`src/sv/alts_pkg.sv`:
```
// Shared types and constants for the arc-length to segment parameter lookup.
`timescale 1ns / 1ps
`default_nettype none

package alts_pkg;

   // field widths
   localparam int LEN_W     = 31;   // unsigned Q15.16 cumulative length
   localparam int POS_W     = 32;   // signed Q15.16 query position
   localparam int IDX_W     = 10;   // entry index on write words
   localparam int SEG_W     = 10;   // segment index
   localparam int PARAM_W   = 17;   // Q1.16 segment parameter, 65536 = 1.0
   localparam int SPS_W     = 10;   // samples per segment register
   localparam int ENT_W     = 11;   // table entries register
   localparam int FRAC_BITS = 16;

   // shared divider geometry
   localparam int DIV_W = 17;       // dividend bits / quotient bits
   localparam int REM_W = 32;       // remainder and divisor
   localparam int CNT_W = 5;        // step counter

   // configuration port
   localparam int CSR_IDX_W  = 1;
   localparam int CSR_DATA_W = 11;
   localparam logic [CSR_IDX_W-1:0] CSR_SPS     = 1'b0;
   localparam logic [CSR_IDX_W-1:0] CSR_ENTRIES = 1'b1;

   // item kinds
   localparam logic OP_WRITE = 1'b0;
   localparam logic OP_QUERY = 1'b1;

   typedef struct packed {
      logic                    op;
      logic [IDX_W-1:0]        entry_index;
      logic [LEN_W-1:0]        entry_length;
      logic signed [POS_W-1:0] query_position;
   } req_word_type;

   typedef struct packed {
      logic [SEG_W-1:0]   segment_index;
      logic [PARAM_W-1:0] segment_param;
      logic               out_of_range;
      logic               zero_gap;
   } rsp_word_type;

   // divider request from the sequencer
   typedef struct packed {
      logic             start;
      logic [REM_W-1:0] rem_init;
      logic [DIV_W-1:0] num;
      logic [CNT_W-1:0] steps;
      logic [REM_W-1:0] divisor;
   } div_cmd_type;

   // divider status back to the sequencer
   typedef struct packed {
      logic             done;
      logic [DIV_W-1:0] quo;
      logic [REM_W-1:0] rem;
   } div_rsp_type;

endpackage

`default_nettype wire

```
`src/sv/alts_div.sv`:
```
// Shared restoring divider: one quotient bit per cycle, MSB first.
`timescale 1ns / 1ps
`default_nettype none

module alts_div (
   input  wire logic                 clock,
   input  wire logic                 reset,
   input  wire alts_pkg::div_cmd_type div_cmd,
   output alts_pkg::div_rsp_type      div_rsp
);
   import alts_pkg::*;

   logic             busy_ff, busy_in;
   logic             done_ff, done_in;
   logic [CNT_W-1:0] cnt_ff, cnt_in;
   logic [REM_W-1:0] rem_ff, rem_in;
   logic [REM_W-1:0] dvs_ff, dvs_in;
   logic [DIV_W-1:0] num_ff, num_in;
   logic [DIV_W-1:0] quo_ff, quo_in;

   logic [REM_W:0]   shifted;
   logic [REM_W:0]   trial;
   logic             fits;

   // one shift-subtract step; remainder stays below the divisor
   assign shifted = {rem_ff, num_ff[DIV_W-1]};
   assign fits    = shifted >= {1'b0, dvs_ff};
   assign trial   = shifted - {1'b0, dvs_ff};

   always_comb begin
      busy_in = busy_ff;
      done_in = 1'b0;
      cnt_in  = cnt_ff;
      rem_in  = rem_ff;
      dvs_in  = dvs_ff;
      num_in  = num_ff;
      quo_in  = quo_ff;
      if (div_cmd.start) begin
         busy_in = 1'b1;
         cnt_in  = div_cmd.steps;
         rem_in  = div_cmd.rem_init;
         dvs_in  = div_cmd.divisor;
         num_in  = div_cmd.num;
         quo_in  = '0;
      end else if (busy_ff) begin
         rem_in = fits ? trial[REM_W-1:0] : shifted[REM_W-1:0];
         num_in = {num_ff[DIV_W-2:0], 1'b0};
         quo_in = {quo_ff[DIV_W-2:0], fits};
         cnt_in = cnt_ff - CNT_W'(1);
         if (cnt_ff == CNT_W'(1)) begin
            busy_in = 1'b0;
            done_in = 1'b1;
         end
      end
   end

   always_ff @(posedge clock) begin
      if (reset) begin
         busy_ff <= 1'b0;
         done_ff <= 1'b0;
      end else begin
         busy_ff <= busy_in;
         done_ff <= done_in;
      end
      cnt_ff <= cnt_in;
      rem_ff <= rem_in;
      dvs_ff <= dvs_in;
      num_ff <= num_in;
      quo_ff <= quo_in;
   end

   assign div_rsp.done = done_ff;
   assign div_rsp.quo  = quo_ff;
   assign div_rsp.rem  = rem_ff;

endmodule

`default_nettype wire

```
`config.mk`:
```
export PLATFORM = sky130hd
export DESIGN_NAME = alts_div
export DESIGN_NICKNAME = d
export VERILOG_FILES = /design/src/sv/alts_pkg.sv /design/src/sv/alts_div.sv
export SDC_FILE = /design/constraint.sdc
export NUM_CORES = 1
export LEC_CHECK = 0
export BUFFER_PORTS_ARGS = -buffer_cell sky130_fd_sc_hd__buf_2
export CELL_PAD_IN_SITES_DETAIL_PLACEMENT = 1
export CELL_PAD_IN_SITES_GLOBAL_PLACEMENT = 2
export CORE_MARGIN = 2
export CORE_UTILIZATION = 35
export CTS_BUF_LIST = sky130_fd_sc_hd__clkbuf_16
export CTS_CLUSTER_DIAMETER = 120
export DETAILED_ROUTE_END_ITERATION = 10
export GPL_ROUTABILITY_DRIVEN = 1
export HOLD_SLACK_MARGIN = 0.15
export PLACE_DENSITY_LB_ADDON = 0.1
export SYNTH_ARGS = -nofsm -noshare
export SYNTH_HDL_FRONTEND = slang
export SYNTH_SLANG_ARGS = --single-unit
export TNS_END_PERCENT = 100
```
`constraint.sdc`:
```
create_clock -name clock -period 3.9 [get_ports clock]
set_input_delay 0.195 -clock clock [delete_from_list [all_inputs] [get_ports clock]]
set_output_delay 0.195 -clock clock [all_outputs]
set_load 0.02 [all_outputs]
```
Word level (Yosys, flattened, before mapping)
Index checks and enable logic that the tools add are counted.
- equal/unequal tests: 1
- order comparisons: 1
- reduce and logical (&&, ||, !) cells: 2
- muxes and demuxes: 11
- bitwise gates (word level): 1
- add/subtract/negate cells: 2
- operators by type and width (kind ; count):
    2-to-1 mux 32 bit ; 3
    2-to-1 mux 17 bit ; 2
    >= comparator 33 x 32 -> 1 bit ; 1
    subtractor 32 bit ; 1
    2-to-1 mux 5 bit ; 2
    equality test 5 x 1 -> 1 bit, second input constant ; 1
    subtractor 5 x 1 -> 5 bit, second input constant ; 1
    2-to-1 mux 1 bit ; 4
    OR reduction 3 bit ; 1
    nonzero test 2 bit ; 1
    inverter 1 bit ; 1
- word-level logic and storage cells: 25
- bits of input ports: 89
- flip-flop bits (word level): 105

Logic depth before layout (Yosys ltp)
Gate-level depths: netlist (run 1).
- word-level depth: 4
- gate-level depth with buffers: 13
- gate-level depth less buffers: 12

Worst setup path after synthesis (run 1)
OpenSTA, ideal clock, no wires.
- path type: flip-flop to flip-flop
- start: reg rem_ff[11]
- end: reg rem_ff[10] (data pin)
- stages on the path, launching flop included: 13
- data arrival time: 2.572 ns
- buffers on the path: 3
- data required time: 3.630 ns
- slack: 1.058 ns
- path through: edfxtp_1 -> ha_1 -> buf_6 -> a21o_1 -> a31oi_2 -> nor3b_2 -> nand3_1 -> a211oi_2 -> o31a_4 -> buf_12 -> buf_12 -> mux2i_1 -> a21oi_1
- longest elaborated chain between the ends: 4
- RTL lines (what ; line ; source):
    start: declaration ; alts_div.sv:16 ; logic [REM_W-1:0] rem_ff, rem_in;
    start signal: assignment ; alts_div.sv:66 ; rem_ff <= rem_in;
    >= comparator 33 x 32 -> 1 bit ; alts_div.sv:27 ; assign fits = shifted >= {1'b0, dvs_ff};
    2-to-1 mux 32 bit ; alts_div.sv:46 ; rem_in = fits ? trial[REM_W-1:0] : shifted[REM_W-1:0];
    2-to-1 mux 32 bit ; alts_div.sv:45 ; end else if (busy_ff) begin
    2-to-1 mux 32 bit ; alts_div.sv:38 ; if (div_cmd.start) begin
    named net rem_in[10] ; alts_div.sv:16 ;
The timed path passes the listed nets, and every way through them passes these cells. The select of a mux whose other input is x is not followed.
A chain may end at the register's enable or synchronous reset.

Final worst setup path (run 1)
- start: reg rem_ff[11]
- end: reg rem_ff[26] (data pin)
- longest elaborated chain between the ends: 4
- elaborated cells between the ends (all ways): 5
- RTL lines (what ; line):
    subtractor 32 bit / >= comparator 33 x 32 -> 1 bit (equally long branches) ; alts_div.sv:28, alts_div.sv:27
    2-to-1 mux 32 bit * ; alts_div.sv:46
    2-to-1 mux 32 bit * ; alts_div.sv:45
    2-to-1 mux 32 bit * ; alts_div.sv:38
    named net rem_in[26] ; alts_div.sv:16
The timed path passes the listed nets; every way through them passes the cells marked *. The select of a mux whose other input is x is not followed.

==> results_dict.tcl, run 1 <==
set metrics [dict create \
    placedCellCount 931 \
    dpl.hpwl_mm 12.5 \
    grtUsageMet1_pct 22.6 \
    worstPathRequired_ps 4010 \
    numCtsBuffers 9 \
    synth_cells 594 \
    dieArea_sq_mm 0.0190 \
    switching_power_w 0.00165 \
    synth_ff_type "edfxtp_1" \
    grt_setup_unrepaired "no" \
    io_buffer_count 138 \
    dieHeight_microns 138 \
    firstDrtPassIters 4 \
    skew_ps 12.4 \
    grt_max_degree 65 \
    drt-initial-drc-count 156 \
    postSynth.asyncResetShare_pct 0 \
    power.leakage_nw 3.44 \
    track_usage_pct 18.7 \
    slowest_delay_ps 620 \
    clk_pin_slew_ps 80 \
    layout-drive-gt1-share_pct 24.6 \
    start_util_pct 36.0 \
    worst_pin_slew_ps 828 \
    synth_nets 718 \
    swShare_pct 38.4 \
    placed_cell_area_sq_mm 0.00709 \
    maxSlewHeadroom_pct 44.8 \
    core_region_area_sq_mm 0.0174 \
    drc 0 \
    whs_path_depth 3 \
    ys_seq_area_share_pct 47.3 \
    avgSynthCellArea_sq_um 10.6 \
    post-route-period-util_pct 85.9 \
    rows 48 \
    grtUsageMet2_pct 33.2 \
    clockPowerShare_pct 21.3 \
    utilization_pct 46.0 \
    cts_sinks 105 \
    drv_cap 0 \
    cts_buffer_depth 2 \
    synth_top_area_share_pct 41.2 \
    final.setup.worst_slack_ps 551 \
    pwr-share-seq_pct 35.3 \
    ant_nets 0 \
    slew_viol_final 0 \
    vias 5064 \
    cp_max_fo 38 \
    combPwrFrac_pct 43.4 \
    h-tree-depth 3 \
    grt_first_pass_wirelength_mm 27.2 \
    synth_area_leaders "edfxtp_1 41%, ha_1 6.8%, mux2i_1 6.7%, dfxtp_1 6.1%, a21oi_1 4.2%" \
    status "complete, no violations" \
    yosysUniqueCellTypes 66 \
    intPower_w 0.00264 \
    clkLatencyLatePin_ps 360 \
    crit_chain "ha_1 > a21o_1 > a31oi_2 > nor3b_2 > nand3_1 > a211oi_2 > o31a_4 > nor2_1 > a221o_1" \
    cp_slowest_cell "o31a_4" \
    design_area_sq_mm 0.00802 \
    cts-resized-gates 0 \
    ff2ff_path_depth 9 \
    place_ws_ps 554 \
    worstSetupPathType "reg -> reg" \
    clockRootBuffer "clkbuf_16" \
    ir_drop_uv 249 \
    area.growth.synth_to_final_pct 27.9 \
    cts_tree "built" \
    grt_remaining_overflow 0 \
    setup_viol 0 \
    postRouteWirelength_mm 17.1 \
    start_kind "flop" \
    endpoint_kind "flop" \
    ys_warn_count 0 \
    synth_edf_count 86 \
    gp_congestion 0.854 \
    fin_crit_ps 3350 \
    synth_area_sq_mm 0.00627 \
    vias_per_cell 5.00 \
    max_freq_ghz 0.299 \
    final_common_cell "buf_2" \
    fin_tns_setup_ps 0 \
    instances_no_fill 1012 \
    arrival_ps 3460 \
    layout_common_cells "137 x buf_2, 86 x edfxtp_1, 64 x dlygate4sd3_1" \
    hold_violations 0 \
    ys_ff_latch 105 \
    final_nets 905 \
    met3_usage_pct 4.19 \
    synth_area_leader_cell "edfxtp_1" \
    io_pins 139 \
    antenna_found_initial 0 \
    grt-busiest-layer "met2" \
    worstHoldPathType "in -> reg" \
    power_density_mw_per_mm2 535 \
    grt_pass1_vias 5365 \
    wl_per_cell_microns 16.9 \
    die_w_microns 138 \
]
## layer usage
| metal | routed length [microns] | share of wire [%] |
|---|---|---|
| met4 | 248 | 1.4 |
| met2 | 8540 | 50 |
| met5 | 0 | 0 |
| met3 | 737 | 4.3 |
| met1 | 7600 | 44 |
## state kept, by name, summed over array words and instances, names as in the netlist
register	flops
rem_ff	32
num_ff	17
busy_ff	1
dvs_ff	32
done_ff	1
quo_ff	17
cnt_ff	5
## cell families after synthesis
logic type                 share of synthesized area, %
and+or+nand+nor                                    11.3
AOI/OAI and AO/OA                                  14.5
DFF                                                47.3
buffers and inverters                              5.51
muxes                                              9.94
adders and majority gates                          7.11
xor gates and xnor gates                           4.33
## cells in the mapped netlist (5+ instances only)
cell and count:
xnor2_1 17, nand4_1 7, nand2_1 31, xor2_1 14, buf_2 5, a31oi_1 6, dfxtp_1 19, nand3_1 11
ha_1 34, mux2i_1 42, o21ai_0 27, nor2_1 59, edfxtp_1 86, or2_2 6, nand2b_1 5, a21oi_1 52
inv_1 40, nor3_1 7, a21o_1 15, clkbuf_1 15, mux2_2 18
## critical path: cells and delay by family (launching register included)
kind                     cells  cell delay (ps)
flip-flops                   1              430
adder cells (fa/ha/maj)      1              430
AO/OA/AOI/OAI                5             1710
AND/OR/NAND/NOR              3              530
## per-stage QoR
step / total power [W] / hold slack [ps]
after CTS: 0.00435 / 152
after detailed placement: 0.00337 / 374
after global routing: 0.00459 / 165
after global placement: 0.00334 / 372
final: 0.00429 / 170
after floorplan: 0.00291 / 267
## cell type report
class,instances,area [sq um]
clock inverters,7,61.3
diodes,1,2.50
flip-flops and latches,105,2960
fillers,1999,9400
clock buffers,9,225
well taps,225,282
multi-input cells,417,2960
inverters,42,158
repair buffers,206,1360
## final timing paths
check	start	endpoint	slack, ps
min	div_cmd[74]	rem_ff[20]	170
max reg2reg	rem_ff[11]	rem_ff[26]	550
max	rem_ff[11]	rem_ff[26]	550
min reg2reg	quo_ff[0]	quo_ff[0]	520
## power by group through the flow
| stage | Combinational (W) | Clock [W] | Sequential [W] |
|---|---|---|---|
| 6_report | 0.00186 | 0.000912 | 0.00152 |
| 5_1_grt | 0.00207 | 0.000983 | 0.00154 |
| 4_1_cts | 0.00188 | 0.000951 | 0.00152 |
| 3_5_place_dp | 0.00182 | 0 | 0.00154 |
| 3_3_place_gp | 0.00180 | 0 | 0.00154 |
| 2_1_floorplan | 0.00128 | 0 | 0.00163 |
## what timing repair did
action / CTS / global route
setup buffers: 0 / 0
endpoints found under the hold margin: 65 / 0
hold buffers: 64 / 0
No activity file was read; power rests on OpenSTA's default activity.
==> run 2, diff against run 1 <==
Settings changed: CTS_BUF_LIST sky130_fd_sc_hd__clkbuf_16 to default.
==> run 2 against run 1 <==
  * Maximum frequency barely moved
  * Die area unchanged
  * Setup slack hardly changed
  * Count of clock-buffer cells in the layout increased by 1
  * Critical endpoint unchanged
  * Largest power group unchanged
  * Highest routed layer unchanged
==> results_dict.tcl, run 2 (synthesis gave the netlist of run 1 again) <==
set metrics [dict create \
    slew_viol_final 0 \
    placed_cell_area_sq_mm 0.00709 \
    cts_setup_buffers 0 \
    path_buf_inv 0 \
    vias_per_cell 5.00 \
    cts_sinks 105 \
    cp_slowest_cell "o31a_4" \
    min-delay-start "div_cmd[74]" \
    combPwrFrac_pct 43.4 \
    endpoint_kind "flop" \
    reg2reg_to "rem_ff[26]" \
    die_w_microns 138 \
    grt_first_pass_wirelength_mm 27.2 \
    cts-resized-gates 0 \
    track_usage_pct 18.7 \
    drt-initial-drc-count 156 \
    layout_common_cells "137 x buf_2, 86 x edfxtp_1, 64 x dlygate4sd3_1" \
    worstHoldPathType "in -> reg" \
    antenna_found_initial 0 \
    numCtsBuffers 9 \
    clkLatencyLatePin_ps 360 \
    io_buffer_count 138 \
    largestRegisters "dvs_ff: 32 flops, rem_ff: 32 flops" \
    start_kind "flop" \
    whs_path_depth 3 \
    final.setup.worst_slack_ps 551 \
    holdPathEnd "rem_ff[20]" \
    switching_power_w 0.00165 \
    crit_chain "ha_1 > a21o_1 > a31oi_2 > nor3b_2 > nand3_1 > a211oi_2 > o31a_4 > nor2_1 > a221o_1" \
    io_pins 139 \
    r2r_start "rem_ff[11]" \
    hold_violations 0 \
    ir_drop_uv 249 \
    skew_ps 12.4 \
    slowest_delay_ps 620 \
    clockPowerShare_pct 21.3 \
    cts_buffer_depth 2 \
    area.growth.synth_to_final_pct 27.9 \
    place_ws_ps 554 \
    fin_tns_setup_ps 0 \
    layout-drive-gt1-share_pct 24.6 \
    intPower_w 0.00264 \
    firstDrtPassIters 4 \
    worstSetupPathType "reg -> reg" \
    swShare_pct 38.4 \
    post-route-period-util_pct 85.9 \
    setup_viol 0 \
    wl_per_cell_microns 16.9 \
    h-tree-depth 3 \
    drc 0 \
    grt_remaining_overflow 0 \
    ant_nets 0 \
    vias 5061 \
    design_area_sq_mm 0.00802 \
    core_region_area_sq_mm 0.0174 \
    clk_pin_slew_ps 80 \
    gp_congestion 0.854 \
    reg2reg_slack_ps 550 \
    fin_crit_ps 3350 \
    worstPathRequired_ps 4010 \
    grt_pass1_vias 5365 \
    rows 48 \
    path_delay_family "compound AO/OA/AOI/OAI gates" \
    cp_max_fo 38 \
    pwr-share-seq_pct 35.3 \
    arrival_ps 3460 \
    dpl.hpwl_mm 12.5 \
    fillers 1999 \
    status "complete, no violations" \
    dieArea_sq_mm 0.0190 \
    clockRootBuffer "clkbuf_16" \
    cts_tree "built" \
    start_util_pct 36.0 \
    grt_setup_unrepaired "no" \
    final_nets 905 \
    power.leakage_nw 3.44 \
    grt_max_degree 65 \
    final_common_cell "buf_2" \
    path_depth 9 \
    cts-hold-fix-buffers 64 \
    postRouteWirelength_mm 17.1 \
    worst_pin_slew_ps 827 \
    drv_cap 0 \
    ff2ff_path_depth 9 \
    max_freq_ghz 0.299 \
    power_density_mw_per_mm2 535 \
    dieHeight_microns 138 \
    maxSlewHeadroom_pct 44.9 \
]
## run 2: changes by cell type in the layout (fill, tap and decap cells not counted)
cell | before | now
clkbuf_1 | 0 | 1
inv_1 | 41 | 40
## run 2: power groups by stage
stage / combinational, W / clock [W] / sequential, W
floorplan: 0.00128 / 0 / 0.00163
global placement: 0.00180 / 0 / 0.00154
detailed placement: 0.00182 / 0 / 0.00154
CTS: 0.00188 / 0.000954 / 0.00152
global route: 0.00207 / 0.000986 / 0.00154
finish: 0.00186 / 0.000914 / 0.00152
## run 2: worst max path at each step
stage	startpoint	endpoint	slack, ps
after floorplan	rem_ff[11]	rem_ff[10]	1060
after global placement	rem_ff[11]	rem_ff[0]	680
after detailed placement	rem_ff[11]	rem_ff[0]	550
after CTS	rem_ff[11]	rem_ff[0]	540
after global routing	rem_ff[3]	rem_ff[26]	320
final	rem_ff[11]	rem_ff[26]	550
## run 2: stage by stage
step | instances | hold WS (ps) | utilization [%] | total power, W
final | 1012 | 170 | 46.0 | 0.00429
after global routing | 1011 | 165 | 46.0 | 0.00460
after CTS | 1011 | 152 | 46.0 | 0.00436
after detailed placement | 931 | 374 | 40.7 | 0.00337
after global placement | 931 | 372 | 40.7 | 0.00334
after floorplan | 594 | 267 | - | 0.00291
## run 2: area by class of cell
| cell class | instances | area (sq um) | share of cell area [%] |
|---|---|---|---|
| Antenna cell | 1 | 2.50 | 0.0312 |
| Clock buffer | 10 | 229 | 2.86 |
| Clock inverter | 6 | 57.6 | 0.718 |
| Inverter | 42 | 158 | 1.97 |
| Multi-Input combinational cell | 417 | 2960 | 36.9 |
| Sequential cell | 105 | 2960 | 37.0 |
| Tap cell | 225 | 282 | 3.51 |
| Timing Repair Buffer | 206 | 1360 | 17.0 |
## run 2: layer usage
layer	share of wire (%)	routed length [microns]	track usage, %	vias up
met5	0	0	0	-
met4	1.4	248	5.33	0
met3	4.3	737	4.19	15
met2	50	8540	33.2	93
met1	44	7600	22.6	2430
li1	-	-	-	2523
## run 2: tightest hold or removal path, stage by stage
cell and delay [ps]:
buf_2 80, nand2_1 70, o21ai_0 80
